<file path="src/rtl/core/csd_pkg.sv">
// ----------------------------------------------------------------------------
// csd_pkg
// Shared constants and types for the serial receive deframer.
// ----------------------------------------------------------------------------
package csd_pkg;

  localparam int BufferBytesDefault = 32;

  localparam logic [7:0] EscByte      = 8'hFF;
  localparam logic [7:0] EndByte      = 8'h00;
  localparam logic [7:0] CmdByte0     = 8'h08;
  localparam logic [7:0] CmdVersion   = 8'h92;
  localparam logic [7:0] CmdKey       = 8'hE0;
  localparam logic [7:0] ProtoMask    = 8'hF8;
  localparam logic [7:0] ProtoBus0    = 8'h50;
  localparam logic [7:0] ProtoBus1    = 8'h58;
  localparam logic [7:0] ExtIdMask    = 8'h1F;
  localparam logic [7:0] StdIdMask    = 8'h07;
  localparam logic [7:0] ExtFlagMask  = 8'h80;

  localparam int KeyMsgBytes  = 18;
  localparam int MaxDataBytes = 8;

  localparam logic [1:0] KindFrame   = 2'd0;
  localparam logic [1:0] KindVersion = 2'd1;
  localparam logic [1:0] KindKey     = 2'd2;

  typedef struct packed {
    logic        emit;
    logic [1:0]  kind;
    logic        bus_index;
    logic        extended_id;
    logic [28:0] identifier;
    logic [3:0]  data_length;
    logic [2:0]  data_pos;
    logic        has_timestamp;
    logic [3:0]  reads;
  } close_dec_t;

endpackage

</file>
<file path="src/rtl/core/csd_close_eval.sv">
// ----------------------------------------------------------------------------
// csd_close_eval
// Decides at a message close whether it is a command, a valid frame or
// nothing, from the byte count, the overflow and suspend flags and the first five captured bytes.
// ----------------------------------------------------------------------------
module csd_close_eval #(
  parameter int BUFFER_BYTES = csd_pkg::BufferBytesDefault
) (
  input  logic [$clog2(BUFFER_BYTES+1)-1:0] byte_count,
  input  logic                              overflowed,
  input  logic                              capture_suspended,
  input  logic [4:0][7:0]                   head,
  output csd_pkg::close_dec_t               dec
);
  import csd_pkg::*;

  localparam int CW = $clog2(BUFFER_BYTES + 1);

  logic          cmd_ver;
  logic          cmd_key;
  logic          proto_ok;
  logic          ts;
  logic          ext;
  logic [2:0]    pos;
  logic [3:0]    need;
  logic [CW-1:0] rest;
  logic          len_ok;
  logic          frame_ok;

  always_comb begin
    cmd_ver  = (byte_count == CW'(2)) && (head[0] == CmdByte0) && (head[1] == CmdVersion);
    cmd_key  = (byte_count == CW'(KeyMsgBytes)) && (head[0] == CmdByte0) &&
               (head[1] == CmdKey);
    proto_ok = ((head[0] & ProtoMask) == ProtoBus0) || ((head[0] & ProtoMask) == ProtoBus1);
    ts       = head[0][0];
    ext      = (head[1] & ExtFlagMask) != 8'h00;
    pos      = ext ? 3'd5 : 3'd3;
    need     = {1'b0, pos} + (ts ? 4'd3 : 4'd0);
    rest     = byte_count - CW'(need);
    len_ok   = (byte_count >= CW'(need)) && (rest <= CW'(MaxDataBytes));
    frame_ok = proto_ok && !head[0][1] && len_ok && !capture_suspended;

    dec = '0;
    if (!overflowed) begin
      if (cmd_ver) begin
        dec.emit = 1'b1;
        dec.kind = KindVersion;
      end else if (cmd_key) begin
        dec.emit = 1'b1;
        dec.kind = KindKey;
      end else if (frame_ok) begin
        dec.emit          = 1'b1;
        dec.kind          = KindFrame;
        dec.bus_index     = (head[0] & ProtoMask) == ProtoBus1;
        dec.extended_id   = ext;
        dec.identifier    = ext ? {head[1][4:0] & ExtIdMask[4:0], head[2], head[3], head[4]}
                                : {18'd0, head[1][2:0] & StdIdMask[2:0], head[2]};
        dec.data_length   = rest[3:0];
        dec.data_pos      = pos;
        dec.has_timestamp = ts;
        dec.reads         = rest[3:0] + (ts ? 4'd2 : 4'd0);
      end
    end
  end

endmodule

</file>
<file path="src/rtl/core/can_serial_rx_deframer_unit.sv">
// ----------------------------------------------------------------------------
// can_serial_rx_deframer_unit
// Unescapes a serial byte stream into a message buffer and reports CAN
// frames and command requests when a message closes.
//
// Channel   Dir  Signals                 Contents
// s_axis    in   tvalid/tready/tdata[7:0] rx_byte
// m_axis    out  tvalid/tready/tdata/tuser one frame or command report
// cfg       in   cfg_we/cfg_wdata         capture_suspended
//
// An ordinary byte is taken in the idle state. A closing byte passes an
// evaluation state, a read state when R is nonzero, where R is the data
// length plus two for a timestamp, and a finish state that hands over the
// result. The single read port of the buffer makes the reads go one by one.
// Reset clears the control state; the buffer itself is not cleared.
// A stalled output only holds the block at the end of a close.
// ----------------------------------------------------------------------------
module can_serial_rx_deframer_unit #(
  parameter int BUFFER_BYTES = csd_pkg::BufferBytesDefault
) (
  input  logic         clk,
  input  logic         rst,
  input  logic         s_axis_tvalid,
  output logic         s_axis_tready,
  input  logic [7:0]   s_axis_tdata,   // [7:0] rx_byte
  output logic         m_axis_tvalid,
  input  logic         m_axis_tready,
  // [0] bus_index, [1] extended_id, [30:2] identifier, [34:31] data_length,
  // [98:35] payload, [99] has_timestamp, [115:100] time_stamp, [119:116] zero
  output logic [119:0] m_axis_tdata,
  output logic [1:0]   m_axis_tuser,   // [1:0] kind
  input  logic         cfg_we,
  input  logic         cfg_wdata       // [0] capture_suspended
);
  import csd_pkg::*;

  localparam int CW = $clog2(BUFFER_BYTES + 1);
  localparam int AW = $clog2(BUFFER_BYTES);

  localparam logic [1:0] StIdle   = 2'd0;
  localparam logic [1:0] StEval   = 2'd1;
  localparam logic [1:0] StRead   = 2'd2;
  localparam logic [1:0] StFinish = 2'd3;

  logic [1:0]     state;
  logic           capture_suspended;
  logic           escape_pending;
  logic [CW-1:0]  byte_count;
  logic           overflowed;
  logic [4:0][7:0] head;
  logic [7:0]     pend_byte;
  close_dec_t     dec_now;
  close_dec_t     dec;
  logic [3:0]     rd_idx;
  logic [7:0]     mem [BUFFER_BYTES];
  logic [7:0]     rd_data;
  logic [AW-1:0]  rd_addr;
  logic           wr_en;
  logic [AW-1:0]  wr_addr;
  logic [7:0]     wr_data;
  logic [63:0]    payload;
  logic [15:0]    stamp;

  logic           accept;
  logic           put;
  logic           close;
  logic           finish_go;
  logic [CW-1:0]  rd_addr_wide;
  logic [3:0]     cap_idx;

  logic           out_valid;
  logic [1:0]     out_kind;
  logic           out_bus;
  logic           out_ext;
  logic [28:0]    out_id;
  logic [3:0]     out_len;
  logic [63:0]    out_payload;
  logic           out_has_ts;
  logic [15:0]    out_stamp;

  csd_close_eval #(
    .BUFFER_BYTES(BUFFER_BYTES)
  ) u_eval (
    .byte_count       (byte_count),
    .overflowed       (overflowed),
    .capture_suspended(capture_suspended),
    .head             (head),
    .dec              (dec_now)
  );

  assign s_axis_tready = (state == StIdle);
  assign accept        = s_axis_tvalid && s_axis_tready;
  assign put           = accept && ((!escape_pending && s_axis_tdata != EscByte) ||
                                    (escape_pending && s_axis_tdata == EscByte));
  assign close         = accept && escape_pending && (s_axis_tdata != EscByte);
  assign finish_go     = (state == StFinish) && (!out_valid || m_axis_tready);
  assign cap_idx       = rd_idx - 4'd1;

  always_comb begin
    rd_addr_wide = CW'(dec.data_pos) + CW'(rd_idx) +
                   ((rd_idx >= dec.data_length) ? CW'(1) : CW'(0));
    rd_addr      = rd_addr_wide[AW-1:0];

    wr_en   = 1'b0;
    wr_addr = byte_count[AW-1:0];
    wr_data = s_axis_tdata;
    if (put && byte_count < CW'(BUFFER_BYTES)) begin
      wr_en = 1'b1;
    end else if (finish_go && pend_byte != EndByte) begin
      wr_en   = 1'b1;
      wr_addr = '0;
      wr_data = pend_byte;
    end
  end

  always_ff @(posedge clk) begin
    if (wr_en) begin
      mem[wr_addr] <= wr_data;
    end
    rd_data <= mem[rd_addr];
  end

  always_ff @(posedge clk) begin
    if (rst) begin
      capture_suspended <= 1'b0;
    end else if (cfg_we) begin
      capture_suspended <= cfg_wdata;
    end
  end

  always_ff @(posedge clk) begin
    if (rst) begin
      state          <= StIdle;
      escape_pending <= 1'b0;
      byte_count     <= '0;
      overflowed     <= 1'b0;
      rd_idx         <= '0;
    end else begin
      unique case (state)
        StIdle: begin
          if (accept) begin
            escape_pending <= !escape_pending && (s_axis_tdata == EscByte);
            if (put) begin
              if (byte_count < CW'(BUFFER_BYTES)) begin
                byte_count <= byte_count + CW'(1);
              end else begin
                overflowed <= 1'b1;
              end
            end
            if (close) begin
              state <= StEval;
            end
          end
        end
        StEval: begin
          rd_idx <= '0;
          state  <= (dec_now.reads != 4'd0) ? StRead : StFinish;
        end
        StRead: begin
          if (rd_idx < dec.reads) begin
            rd_idx <= rd_idx + 4'd1;
          end else begin
            state <= StFinish;
          end
        end
        StFinish: begin
          if (finish_go) begin
            overflowed <= 1'b0;
            byte_count <= (pend_byte != EndByte) ? CW'(1) : CW'(0);
            state      <= StIdle;
          end
        end
        default: state <= StIdle;
      endcase
    end
  end

  always_ff @(posedge clk) begin
    if (put && byte_count < CW'(5)) begin
      head[byte_count[2:0]] <= s_axis_tdata;
    end else if (finish_go && pend_byte != EndByte) begin
      head[0] <= pend_byte;
    end
    if (close) begin
      pend_byte <= s_axis_tdata;
    end
    if (state == StEval) begin
      dec     <= dec_now;
      payload <= '0;
      stamp   <= '0;
    end
    if (state == StRead && rd_idx != 4'd0) begin
      if (cap_idx < dec.data_length) begin
        for (int b = 0; b < MaxDataBytes; b++) begin
          if (cap_idx == 4'(b)) begin
            payload[8*b +: 8] <= rd_data;
          end
        end
      end else if (cap_idx == dec.data_length) begin
        stamp[15:8] <= rd_data;
      end else begin
        stamp[7:0] <= rd_data;
      end
    end
  end

  always_ff @(posedge clk) begin
    if (rst) begin
      out_valid <= 1'b0;
    end else if (finish_go && dec.emit) begin
      out_valid <= 1'b1;
    end else if (m_axis_tready) begin
      out_valid <= 1'b0;
    end
  end

  always_ff @(posedge clk) begin
    if (finish_go && dec.emit) begin
      out_kind    <= dec.kind;
      out_bus     <= dec.bus_index;
      out_ext     <= dec.extended_id;
      out_id      <= dec.identifier;
      out_len     <= dec.data_length;
      out_payload <= payload;
      out_has_ts  <= dec.has_timestamp;
      out_stamp   <= stamp;
    end
  end

  assign m_axis_tvalid = out_valid;
  assign m_axis_tuser  = out_kind;
  assign m_axis_tdata  = {4'd0, out_stamp, out_has_ts, out_payload, out_len, out_id,
                          out_ext, out_bus};

  a_count_bound: assert property (@(posedge clk) disable iff (rst)
    byte_count <= CW'(BUFFER_BYTES))
    else $error("byte count beyond buffer size");

  a_ovf_full: assert property (@(posedge clk) disable iff (rst)
    overflowed |-> byte_count == CW'(BUFFER_BYTES))
    else $error("overflow flagged with room left in buffer");

  a_close_restart: assert property (@(posedge clk) disable iff (rst)
    finish_go |=> (byte_count <= CW'(1)) && !overflowed && !escape_pending)
    else $error("message state not restarted after close");

  a_read_bound: assert property (@(posedge clk) disable iff (rst)
    (state == StRead) |-> rd_idx <= dec.reads && dec.emit)
    else $error("buffer read index past the planned reads");

endmodule
</file>
<file path="config.mk">
export PLATFORM = sky130hd
export DESIGN_NAME = can_serial_rx_deframer_unit
export DESIGN_NICKNAME = d
export VERILOG_FILES = /design/src/rtl/core/csd_pkg.sv /design/src/rtl/core/csd_close_eval.sv /design/src/rtl/core/can_serial_rx_deframer_unit.sv
export SDC_FILE = /design/constraint.sdc
export NUM_CORES = 1
export LEC_CHECK = 0
export ABC_AREA = 1
export BUFFER_PORTS_ARGS = -buffer_cell sky130_fd_sc_hd__clkbuf_2
export CORE_MARGIN = 2
export CORE_UTILIZATION = 45
export DETAILED_ROUTE_END_ITERATION = 8
export PLACE_DENSITY = 0.66
export SLEW_MARGIN = 20
export SYNTH_ARGS = -nofsm -noshare
export SYNTH_HDL_FRONTEND = slang
export SYNTH_HIERARCHICAL = 1
export SYNTH_SLANG_ARGS = --single-unit
</file>
<file path="constraint.sdc">
create_clock -name clk -period 5.9 [get_ports clk]
set_input_delay 1.18 -clock clk [delete_from_list [all_inputs] [get_ports clk]]
set_output_delay 1.18 -clock clk [all_outputs]
set_load 0.005 [all_outputs]
</file>
Word level (Yosys, flattened, before mapping)
Memories as Yosys holds them, arrays and structs flattened. A register that Yosys moved wholly into a read port is not among the register bits.
Cells that the tools add are included.
{"block": "op_classes", "add_sub_neg": 8, "order_cmp": 9, "n_eq_ne": 28, "mux": 61, "bitwise_logic": 2, "reduce_logical": 46}
{"op": "64-bit two-way mux", "n": 3}
{"op": "8-bit two-way mux", "n": 15}
{"op": "16-bit two-way mux", "n": 3}
{"op": "46-bit two-way mux", "n": 1}
{"op": "40-bit bitwise mux", "n": 1}
{"op": "29-bit two-way mux", "n": 1}
{"op": "8-bit demux with 3-bit select", "n": 1}
{"op": "8-bit == test, second input constant", "n": 3}
{"op": "6-bit two-way mux", "n": 4}
{"op": "1-bit logical AND", "n": 22}
{"op": "4-bit by 3-bit == test with 1-bit output, second input constant", "n": 4}
{"op": "4-bit two-way mux", "n": 4}
{"op": "1-bit two-way mux", "n": 13}
{"op": "2-bit two-way mux", "n": 6}
{"op": "6-bit one-hot mux with 2 select lines", "n": 1}
{"op": "5-bit by 4-bit == test with 1-bit output, second input constant", "n": 2}
{"op": "5-bit two-way mux", "n": 2}
{"op": "5-bit AND reduction", "n": 2}
{"op": "3-bit two-way mux", "n": 3}
{"op": "4-bit by 2-bit == test with 1-bit output, second input constant", "n": 2}
{"op": "8-bit by 4-bit == test with 1-bit output, second input constant", "n": 1}
{"op": "4-bit less-than comparator", "n": 2}
{"op": "2-bit by 1-bit inequality test with 1-bit output, second input constant", "n": 4}
{"op": "2-bit inequality test, second input constant", "n": 4}
{"op": "38 further kinds", "n": 50}
{"block": "totals", "reg_bits": 308, "ramBits": 256, "inputBits": 14, "word_cells": 189, "memories": 1}
{"name": "mem", "words": 32, "word_bits": 8, "read_ports": 1, "rd_clocked_by_memory_dff": 1, "wr": 1, "line_no": "can_serial_rx_deframer_unit.sv:55", "text": "logic [7:0] mem [BUFFER_BYTES];"}

Longest topological paths before layout
Gate-level depths: netlist of run 1.
{"block": "logic_depth", "ltp_word": 14, "mapped_depth": 22, "ltp_nobuf": 21}

Modules after synthesis
The synthesis of run 1 kept the hierarchy.
{"module": "can_serial_rx_deframer_unit", "instances": 1, "cells_each": 1888, "area_per_inst_um2": 22102.4}
{"module": "csd_close_eval", "instances": 1, "cells_each": 194, "area_per_inst_um2": 1009.7}

Worst setup path after synthesis of run 1
OpenSTA, ideal clock, no wires.
{"block": "synth_path", "path_kind": "input -> register", "startpoint": "input m_axis_tready", "endpoint": "register out_kind[0] (netlist: m_axis_tuser[0]), enable pin", "setup_ns": 0.491, "t_arrival_ns": 4.157, "slack_ns": 1.252, "stages": 3, "path_buffers": 0, "cell_sequence": "inv_1 a21oi_1 and2_1"}
{"block": "synth_between", "elab_chain_cells": 3}
{"item": "start, declared", "line_no": "can_serial_rx_deframer_unit.sv:27", "text": "input logic m_axis_tready,"}
{"item": "1-bit logical OR", "line_no": "can_serial_rx_deframer_unit.sv:96", "text": "assign finish_go = (state == StFinish) && (!out_valid || m_axis_tready);"}
{"item": "1-bit logical AND", "line_no": "can_serial_rx_deframer_unit.sv:96"}
{"item": "1-bit logical AND", "line_no": "can_serial_rx_deframer_unit.sv:218", "text": "if (finish_go && dec.emit) begin"}
{"item": "end signal, assigned", "line_no": "can_serial_rx_deframer_unit.sv:219", "text": "out_kind <= dec.kind;"}
{"item": "end, declared", "line_no": "can_serial_rx_deframer_unit.sv:72", "text": "logic [1:0] out_kind;"}
No other way between the ends.
A chain may end at the register's enable or synchronous reset.

Worst setup path after layout of run 1
{"block": "layout_path", "startpoint": "register rd_idx[0]", "endpoint": "register rd_data[5], read port of mem"}
{"block": "layout_between", "elab_chain_cells": 3, "word_cells_on_any_way": 4, "cone_classes": "2 x add/sub; 1 x order compare; 1 x mux"}
{"item": "start, declared", "line_no": "can_serial_rx_deframer_unit.sv:54", "text": "logic [3:0] rd_idx;"}
{"item": "start signal, assigned", "line_no": "can_serial_rx_deframer_unit.sv:161", "text": "rd_idx <= rd_idx + 4'd1;"}
{"item": "4-bit greater-or-equal comparator", "line_no": "can_serial_rx_deframer_unit.sv:101", "text": "((rd_idx >= dec.data_length) ? CW'(1) : CW'(0));"}
{"item": "1-bit two-way mux", "line_no": "can_serial_rx_deframer_unit.sv:101"}
{"item": "5-bit by 1-bit adder with 5-bit output (*)", "line_no": "can_serial_rx_deframer_unit.sv:100", "text": "rd_addr_wide = CW'(dec.data_pos) + CW'(rd_idx) +"}
{"item": "end, declared", "line_no": "can_serial_rx_deframer_unit.sv:56", "text": "logic [7:0] rd_data;"}
Mark *: on every way between the ends. The rest lies on a longest branch, timed or not.

==> Implementation_results.wiki, run 1 <==
{| class="wikitable"
! Metric !! Value
|-
| Number of port buffers || approximately 130
|-
| Cell depth of the worst flop-to-flop path || 16
|-
| Rel. slew slack || 31.84%
|-
| Root buffer cell || sky130_fd_sc_hd__clkbuf_16
|-
| IR drop worst, VDD || 0.3251 mV
|-
| Clock tree from TritonCTS || done
|-
| Clock transition time at the flip-flop clock pins of the worst setup and hold paths || 0.06 ns
|-
| Worst slack at placement || 1.585 ns
|-
| Resize count post-CTS || 0
|-
| Unrepaired setup endpoints after global routing || no
|-
| Net count of the finished layout || 2,254
|-
| Fraction of final layout cells sized beyond drive strength 1 || 13.84%
|-
| Pwr per Cell Area || 439.4 mW/mm^2
|-
| Buffer levels on the longest clock path || 3
|-
| Cell depth of the worst min-delay path || 0
|-
| Arrival time reported for the critical path endpoint || ~4.8 ns
|-
| Period utilization || 72.78%
|-
| Leakage power || 10.20 nW
|-
| Total length of routed wires || 52,410 microns
|-
| Fmax || 232.9 MHz
|-
| Cell count after synthesis || 2,082
|-
| Global route overflow || 0
|-
| Number of rows in the core area || 83
|-
| Critical path cell sequence || inv_1 -> ha_1 -> inv_1 -> nand2_1 -> a21oi_1 -> o21bai_1 -> a21oi_1 -> fa_4 -> inv_2 -> buf_12 -> nand2_1 -> nand3_1 -> nand3_1 -> nand3_1 -> nand3_1 -> nand2_1
|-
| Number of global-route vias before repair || 14,350
|-
| Vertical die dimension || approximately 230 microns
|-
| Number of warnings issued by yosys || 6
|-
| Sequential cell area || 0.01614 sq mm
|-
| Min Tclk post-route || 4.294 ns
|-
| Setup slack of the critical path after layout || 1.606 ns
|-
| Worst Path Class, Setup || flip-flop to flip-flop
|-
| Average size of a mapped cell || 11.10 sq um
|-
| Insertion delay of the later-clocked pin in the worst-skew pair || about 0.62 ns
|-
| Count of pins on the block boundary || 138
|-
| Peak per-stage delay on the critical path || 0.83 ns
|-
| Dominant register cell in the synthesized netlist || sky130_fd_sc_hd__edfxtp_1
|-
| Cell with the most instances on the worst path || sky130_fd_sc_hd__nand3_1
|-
| Hold Crit Class || flip-flop to flip-flop
|-
| Critical path fanouts, max || 84
|-
| Share of the yosys chip area belonging to registers || 69.81%
|-
| Combinational cell fraction of total power || 26.3%
|-
| Internal Dissipation || 7.698 mW
|-
| Number of vias per cell || 5.131
|-
| Finish-stage setup viols || 0
|-
| Final clock skew || approximately 0.025 ns
|-
| Maximum number of pins on one net before global-route repair || 111
|-
| Syn-to-layout area delta || 14.15%
|-
| Max H-tree Level || 2
|-
| Fraction of power consumed by sequential logic || 41.9%
|-
| Distinct cell type count of the synthesized netlist || 46
|-
| Wire length of the first global-routing pass || a little over 80,000 microns
|-
| Crit. Startpoint || rd_idx[0]
|-
| Number of antenna diodes || 0
|-
| DRC marker count from the first detailed-route iteration || 1,411
|-
| Number of maximum-capacitance violations || 0
|-
| Effective utilization at floorplan || around 45%
|-
| Number of buffers created by CTS || 56
|-
| Synth Cell Area || approximately 0.023 sq mm
|-
| Antenna Violating Nets Remaining || 0
|-
| Tightest Pin Transition || roughly 1.0 ns
|-
| Endpoint required time on the critical path || 6.44 ns
|-
| Worst flop-to-flop path startpoint || rd_idx[0]
|-
| Result of the run || complete, no violations
|-
| HPWL after detailed placement || 33,940 microns
|-
| Total number of vias || 15,050
|-
| Setup slack, reg-to-reg || between 1.5 and 2 ns
|-
| Core Box Area || 0.05109 sq mm
|-
| # fillers || 4,460
|-
| Aggregate global-route resource usage || 19.57%
|-
| Net switching power || 3.895 mW
|-
| Worst Setup Start Kind || flip-flop
|-
| Setup Total Neg Slack || 0 ns
|-
| Average wire per cell in the routed design || about 18 microns
|-
| Yosys reg bits || 572
|-
| Final-report hold violation count || 0
|-
| Total Power Consumption || 11.59 mW
|-
| CP max-delay cell || sky130_fd_sc_hd__fa_4
|-
| Initial DRT Pass Iterations || 5
|-
| Number of remaining DRC errors || 0
|-
| Proportion of power drawn by the clock network || 31.8%
|-
| Horizontal die dimension || 230.6 microns
|-
| Number of antenna violations at the first check in global routing || 1
|-
| Multi-input logic area || 0.005843 sq mm
|-
| Gpl congestion || 0.8534
|-
| Die ar. || approximately 0.053 sq mm
|-
| Critical path capture point type || flip-flop
|-
| Launch instance of the worst min-delay path || dec[27]
|-
| Sw Share || 33.60%
|-
| Asr flop ratio synth || 0%
|-
| CTS sink cnt || ~570
|-
| Number of pins with negative max-slew slack in the final report || 0
|-
| Post-CTS setup repair buffer count || 0
|-
| Final cell utilization of the core || 51.64%
|-
| Hold_buf cts || 0
|-
| Post-synth EDFFs || 468
|}
[state kept, by name (all words and copies together) (netlist names), 6 cells and up]
name	count
out_payload	64
byte_count	6
mem	256
pend_byte	8
stamp	16
head	40
out_stamp	16
dec	46
rd_data	8
payload	64
out_id	29
[through the flow]
stage / hold slack, ns / std cells / instance area, sq um
2_1_floorplan: 0.4003 / 2085 / 23120
3_3_place_gp: 0.4008 / 2828 / 24450
3_5_place_dp: 0.4045 / 2828 / 24450
4_1_cts: 0.4196 / 2934 / 26380
5_1_grt: 0.4175 / 2934 / 26380
6_report: 0.4180 / 2934 / 26380
[power groups by stage]
stage,logic [mW],clock network [mW],registers (mW)
5_1_grt,3.41,3.90,4.88
2_1_floorplan,2.13,0,4.89
3_5_place_dp,3.01,0,4.94
3_3_place_gp,2.97,0,4.93
6_report,3.05,3.69,4.85
4_1_cts,3.03,3.75,4.85
[synthesized netlist by cell type, types with 20 or more instances]
cell type                  count  area [sq um]
sky130_fd_sc_hd__ha_1         31         387.9
sky130_fd_sc_hd__nand2_1     518          1944
sky130_fd_sc_hd__o21ai_0      50         250.2
sky130_fd_sc_hd__nor2_1      188         705.7
sky130_fd_sc_hd__inv_1       194         728.2
sky130_fd_sc_hd__nand3_1     239          1196
sky130_fd_sc_hd__dfxtp_1     104          2082
sky130_fd_sc_hd__edfxtp_1    468         14050
sky130_fd_sc_hd__a21oi_1      47         235.2
sky130_fd_sc_hd__clkbuf_1     52         195.2
sky130_fd_sc_hd__nor3_1       20         100.1
sky130_fd_sc_hd__o21ai_1      41         205.2
[layer usage]
layer	routed length [microns]	GRT usage [%]	vias up
met5	0	0	-
met4	1352	6.472	0
met3	3969	3.026	90
met2	24270	31.41	557
met1	22820	27.38	7167
li1	-	-	7240
[cell families (layout without fill, tap and decap cells)]
logic type / count (synthesis) / after routing / share of synthesized area, %
adder cells (fa/ha/maj): 34 / 34 / 1.938
AO/OA/AOI/OAI: 156 / 156 / 3.681
AND/OR/NAND/NOR: 1012 / 1012 / 18.84
XOR/XNOR: 9 / 9 / 0.3736
flip-flops: 572 / 572 / 69.81
other: 1 / 4 / 0.01623
buffers and inverters: 298 / 467 / 5.332
[placed cells by master (no fill, tap or decap), types with 30 or more instances in the layout]
cell	count
sky130_fd_sc_hd__nand2_1	518
sky130_fd_sc_hd__edfxtp_1	468
sky130_fd_sc_hd__nand3_1	239
sky130_fd_sc_hd__inv_1	193
sky130_fd_sc_hd__nor2_1	187
sky130_fd_sc_hd__clkbuf_2	133
sky130_fd_sc_hd__dfxtp_1	104
sky130_fd_sc_hd__clkbuf_16	56
sky130_fd_sc_hd__a21oi_1	47
sky130_fd_sc_hd__o21ai_1	42
sky130_fd_sc_hd__o21ai_0	41
sky130_fd_sc_hd__ha_1	30
[critical path: cells and delay by family, from the launching register on]
| kind | cells | cell delay (ns) |
|---|---|---|
| AO/OA/AOI/OAI | 3 | 0.35 |
| flip-flops | 1 | 0.46 |
| buffers and inverters | 4 | 1.22 |
| adder cells (fa/ha/maj) | 2 | 1.16 |
| AND/OR/NAND/NOR | 7 | 0.97 |
[area by class of cell]
class,count,share of cell area [%]
tap,680,3.225
timing repair buffer,157,3.268
clock buffer,67,5.620
inverter,204,2.902
sequential,572,61.16
clock inverter,39,1.679
multi-input combinational,1215,22.15
[worst paths after layout]
kind,to
min reg2reg,out_id[15]
min,out_id[15]
max,rd_data[5]
max reg2reg,rd_data[5]
No activity file was read; power rests on OpenSTA's default activity.
==> inputs of run 2 (changes only) <==
- clock period: 5.9 -> 4.1 ns (I/O delays scaled with it)
==> Implementation_results.wiki, run 2 (synthesis gave the netlist of run 1 again) <==
{| class="wikitable"
! Metric !! Value
|-
| Number of buffers created by CTS || 56 (unchanged)
|-
| Arrival time reported for the critical path endpoint || 4.17 ns (-0.66 ns)
|-
| Met3 GRT Util || 3.397% (+0.37 points)
|-
| Largest registers in the final layout || mem x256, out_payload x64, payload x64
|-
| Min Tclk post-route || 3.625 ns (-0.6694 ns)
|-
| Number of antenna diodes || 0 (unchanged)
|-
| Reg with most FFs || mem
|-
| Clock transition time at the flip-flop clock pins of the worst setup and hold paths || 0.06 ns (about the same)
|-
| Net switching power || 5.531 mW (+42%)
|-
| Number of maximum-capacitance violations || 0 (unchanged)
|-
| Critical path fanouts, max || 36 (-57%)
|-
| Pwr per Cell Area || 626.3 mW/mm^2 (+43%)
|-
| Number of vias per cell || 5.092 (-0.75%)
|-
| Antenna Violating Nets Remaining || 0 (unchanged)
|-
| Final cell utilization of the core || 51.94% (+0.30 points)
|-
| Global route overflow || 0 (unchanged)
|-
| Count of pins on the block boundary || 138 (unchanged)
|-
| Net count of the finished layout || 2,278 (+1.1%)
|-
| Critical path capture point type || flip-flop
|-
| Most frequent cells in the layout || sky130_fd_sc_hd__nand2_1, sky130_fd_sc_hd__edfxtp_1, sky130_fd_sc_hd__nand3_1
|-
| Result of the run || complete, no violations
|-
| Total Power Consumption || 16.62 mW (+43%)
|-
| Die ar. || 0.05319 sq mm (unchanged)
|-
| Aggregate global-route resource usage || 19.28% (-0.29 points)
|-
| Worst slack at placement || 0.5143 ns (-1.070 ns)
|-
| Proportion of power drawn by the clock network || 30.8% (-1.0 points)
|-
| Hold Crit Class || flip-flop to flip-flop
|-
| HPWL after detailed placement || 32,480 microns (-4.3%)
|-
| Post-CTS setup repair buffer count || 0 (unchanged)
|-
| Final-report hold violation count || 0 (unchanged)
|-
| Number of port buffers || 133 (unchanged)
|-
| Effective utilization at floorplan || 45.23% (unchanged)
|-
| GRT met2 Usage || 31.55% (+0.14 points)
|-
| Setup slack of the critical path after layout || 0.4752 ns (-1.131 ns)
|-
| Initial DRT Pass Iterations || 5 (unchanged)
|-
| Clock tree from TritonCTS || done
|-
| Final clock skew || 0.01805 ns (-0.007145 ns)
|-
| Total length of routed wires || 50,700 microns (-3.3%)
|-
| # fillers || 4,392 (-1.5%)
|-
| Number of antenna violations at the first check in global routing || 0 (-1)
|-
| Leakage power || 10.31 nW (+1.1%)
|-
| Met1 Resource Use GR || 26.10% (-1.3 points)
|-
| Maximum number of pins on one net before global-route repair || 69 (-38%)
|-
| Unrepaired setup endpoints after global routing || no
|-
| Number of instances in the placed design || 2,852 (+0.85%)
|-
| Wire length of the first global-routing pass || 80,100 microns (-1.3%)
|-
| IR drop worst, VDD || 0.4320 mV (+33%)
|-
| CTS sink cnt || 572 (unchanged)
|-
| Average wire per cell in the routed design || 17.15 microns (-4.0%)
|-
| Syn-to-layout area delta || 14.82%
|-
| Endpoint required time on the critical path || 4.64 ns (-1.80 ns)
|-
| Resize count post-CTS || 0 (unchanged)
|-
| Rel. slew slack || 30.87% (-0.97 points)
|-
| Max H-tree Level || 2 (unchanged)
|-
| Fmax || 275.9 MHz (+18%)
|-
| Total number of vias || 15,050 (-0.0066%)
|-
| Gpl congestion || 0.8373 (-1.9%)
|-
| Sw Share || 33.28% (-0.32 points)
|-
| Hold_buf cts || 0 (unchanged)
|-
| Worst Setup Start Kind || flip-flop
|-
| Max reg flops || 256 (unchanged)
|-
| Core Box Area || 0.05109 sq mm (unchanged)
|-
| Finish-stage setup viols || 0 (unchanged)
|-
| Multi-input logic area || 0.005813 sq mm (-0.51%)
|-
| Internal Dissipation || 11.09 mW (+44%)
|-
| Cell depth of the worst flop-to-flop path || 17 (+1)
|-
| Insertion delay of the later-clocked pin in the worst-skew pair || 0.61 ns (about the same)
|-
| Period utilization || 88.41% (+16 points)
|-
| Combinational cell fraction of total power || 27.2% (+0.9 points)
|-
| Tightest Pin Transition || 1.036 ns (+0.01451 ns)
|-
| Busiest metal layer after global routing || met2
|-
| Fraction of final layout cells sized beyond drive strength 1 || 14.46% (+0.61 points)
|-
| Setup Total Neg Slack || 0 ns (unchanged)
|-
| Number of rows in the core area || 83 (unchanged)
|-
| Buffer levels on the longest clock path || 3 (unchanged)
|-
| Endpoint of the worst-slack reg-to-reg timing path || rd_data[7]
|-
| Root buffer cell || sky130_fd_sc_hd__clkbuf_16
|-
| Setup slack, reg-to-reg || 0.48 ns (-1.13 ns)
|-
| Vertical die dimension || 230.6 microns (unchanged)
|-
| Cell depth of the worst min-delay path || 0 (unchanged)
|-
| Worst min-delay path endpoint || out_id[27]
|-
| Worst flop-to-flop path startpoint || rd_idx[0]
|-
| Number of remaining DRC errors || 0 (unchanged)
|-
| DRC marker count from the first detailed-route iteration || 1,216 (-14%)
|-
| Count of placed standard cells in the final layout, fillers left out || 2,956 (+0.75%)
|-
| Number of pins with negative max-slew slack in the final report || 0 (unchanged)
|-
| Launch instance of the worst min-delay path || dec[39]
|-
| Worst Path Class, Setup || flip-flop to flip-flop
|-
| Number of global-route vias before repair || 14,630 (+2.0%)
|-
| Horizontal die dimension || 230.6 microns (unchanged)
|-
| Commonest non-fill, non-tap cell in the layout || sky130_fd_sc_hd__nand2_1
|-
| Fraction of power consumed by sequential logic || 42.0% (about the same)
|-
| Sequential cell area || 0.01614 sq mm (unchanged)
|}
[run 2: changes by cell type in the layout (fill, tap and decap cells not counted), moves of 2 or more]
cell,delta
sky130_fd_sc_hd__buf_4,+19
sky130_fd_sc_hd__clkbuf_1,+7
sky130_fd_sc_hd__buf_12,+6
sky130_fd_sc_hd__clkbuf_8,+4
sky130_fd_sc_hd__clkinv_2,-4
sky130_fd_sc_hd__o21ai_2,+4
sky130_fd_sc_hd__o21ai_4,-4
sky130_fd_sc_hd__bufinv_16,-3
sky130_fd_sc_hd__clkinv_4,-3
sky130_fd_sc_hd__clkinv_1,-2
[run 2: critical path, stage by stage, from the launching register on]
cell	delay (ns)
sky130_fd_sc_hd__dfxtp_1	0.44
sky130_fd_sc_hd__inv_1	0.18
sky130_fd_sc_hd__ha_1	0.34
sky130_fd_sc_hd__inv_1	0.04
sky130_fd_sc_hd__nand2_1	0.06
sky130_fd_sc_hd__a21oi_1	0.06
sky130_fd_sc_hd__o21bai_1	0.13
sky130_fd_sc_hd__a21oi_1	0.10
sky130_fd_sc_hd__fa_4	0.88
sky130_fd_sc_hd__buf_4	0.39
sky130_fd_sc_hd__nand2_1	0.09
sky130_fd_sc_hd__nand2_1	0.10
sky130_fd_sc_hd__nand2_1	0.08
sky130_fd_sc_hd__nand3_1	0.11
sky130_fd_sc_hd__nand2_1	0.07
sky130_fd_sc_hd__nand2_1	0.11
sky130_fd_sc_hd__nand3_1	0.23
sky130_fd_sc_hd__nand2_1	0.12
[run 2: cell type report]
cell class | instances | share of cell area, %
multi-input combinational | 1215 | 21.91
clock inverter | 26 | 1.108
inverter | 204 | 2.886
sequential | 572 | 60.80
clock buffer | 78 | 5.894
timing repair buffer | 181 | 4.196
tap | 680 | 3.206
[run 2: worst max path at each step]
stage / from / endpoint / slack (ns) / depth (start not counted)
after global placement: rd_idx[0] / rd_data[7] / 0.62 / 17
after detailed placement: rd_idx[0] / rd_data[7] / 0.51 / 17
final: rd_idx[0] / rd_data[7] / 0.48 / 17
after CTS: rd_idx[0] / rd_data[7] / 0.48 / 17
after floorplan: s_axis_tdata[1] / mem[0][1] / 0.40 / 11
after global routing: rd_idx[0] / rd_data[7] / 0.19 / 18
[run 2: per-layer routing]
layer	routed length, microns	up-vias
li1	-	7289
met1	21600	7143
met2	24160	523
met3	3576	98
met4	1351	0
met5	0	-
[run 2: power by group through the flow]
stage               combinational, mW  sequential (mW)  clock, mW
floorplan                        3.06             7.03          0
global placement                 4.45             7.08          0
detailed placement               4.50             7.10          0
CTS                              4.53             6.98       5.21
global route                     5.08             7.01       5.44
finish                           4.52             6.98       5.12
[run 2: metrics by stage]
step                      area [sq um]  hold WS, ns
after detailed placement         24680       0.4045
after global routing             26540       0.4172
after floorplan                  23120       0.4003
after CTS                        26540       0.4142
final                            26540       0.4155
after global placement           24680       0.4008
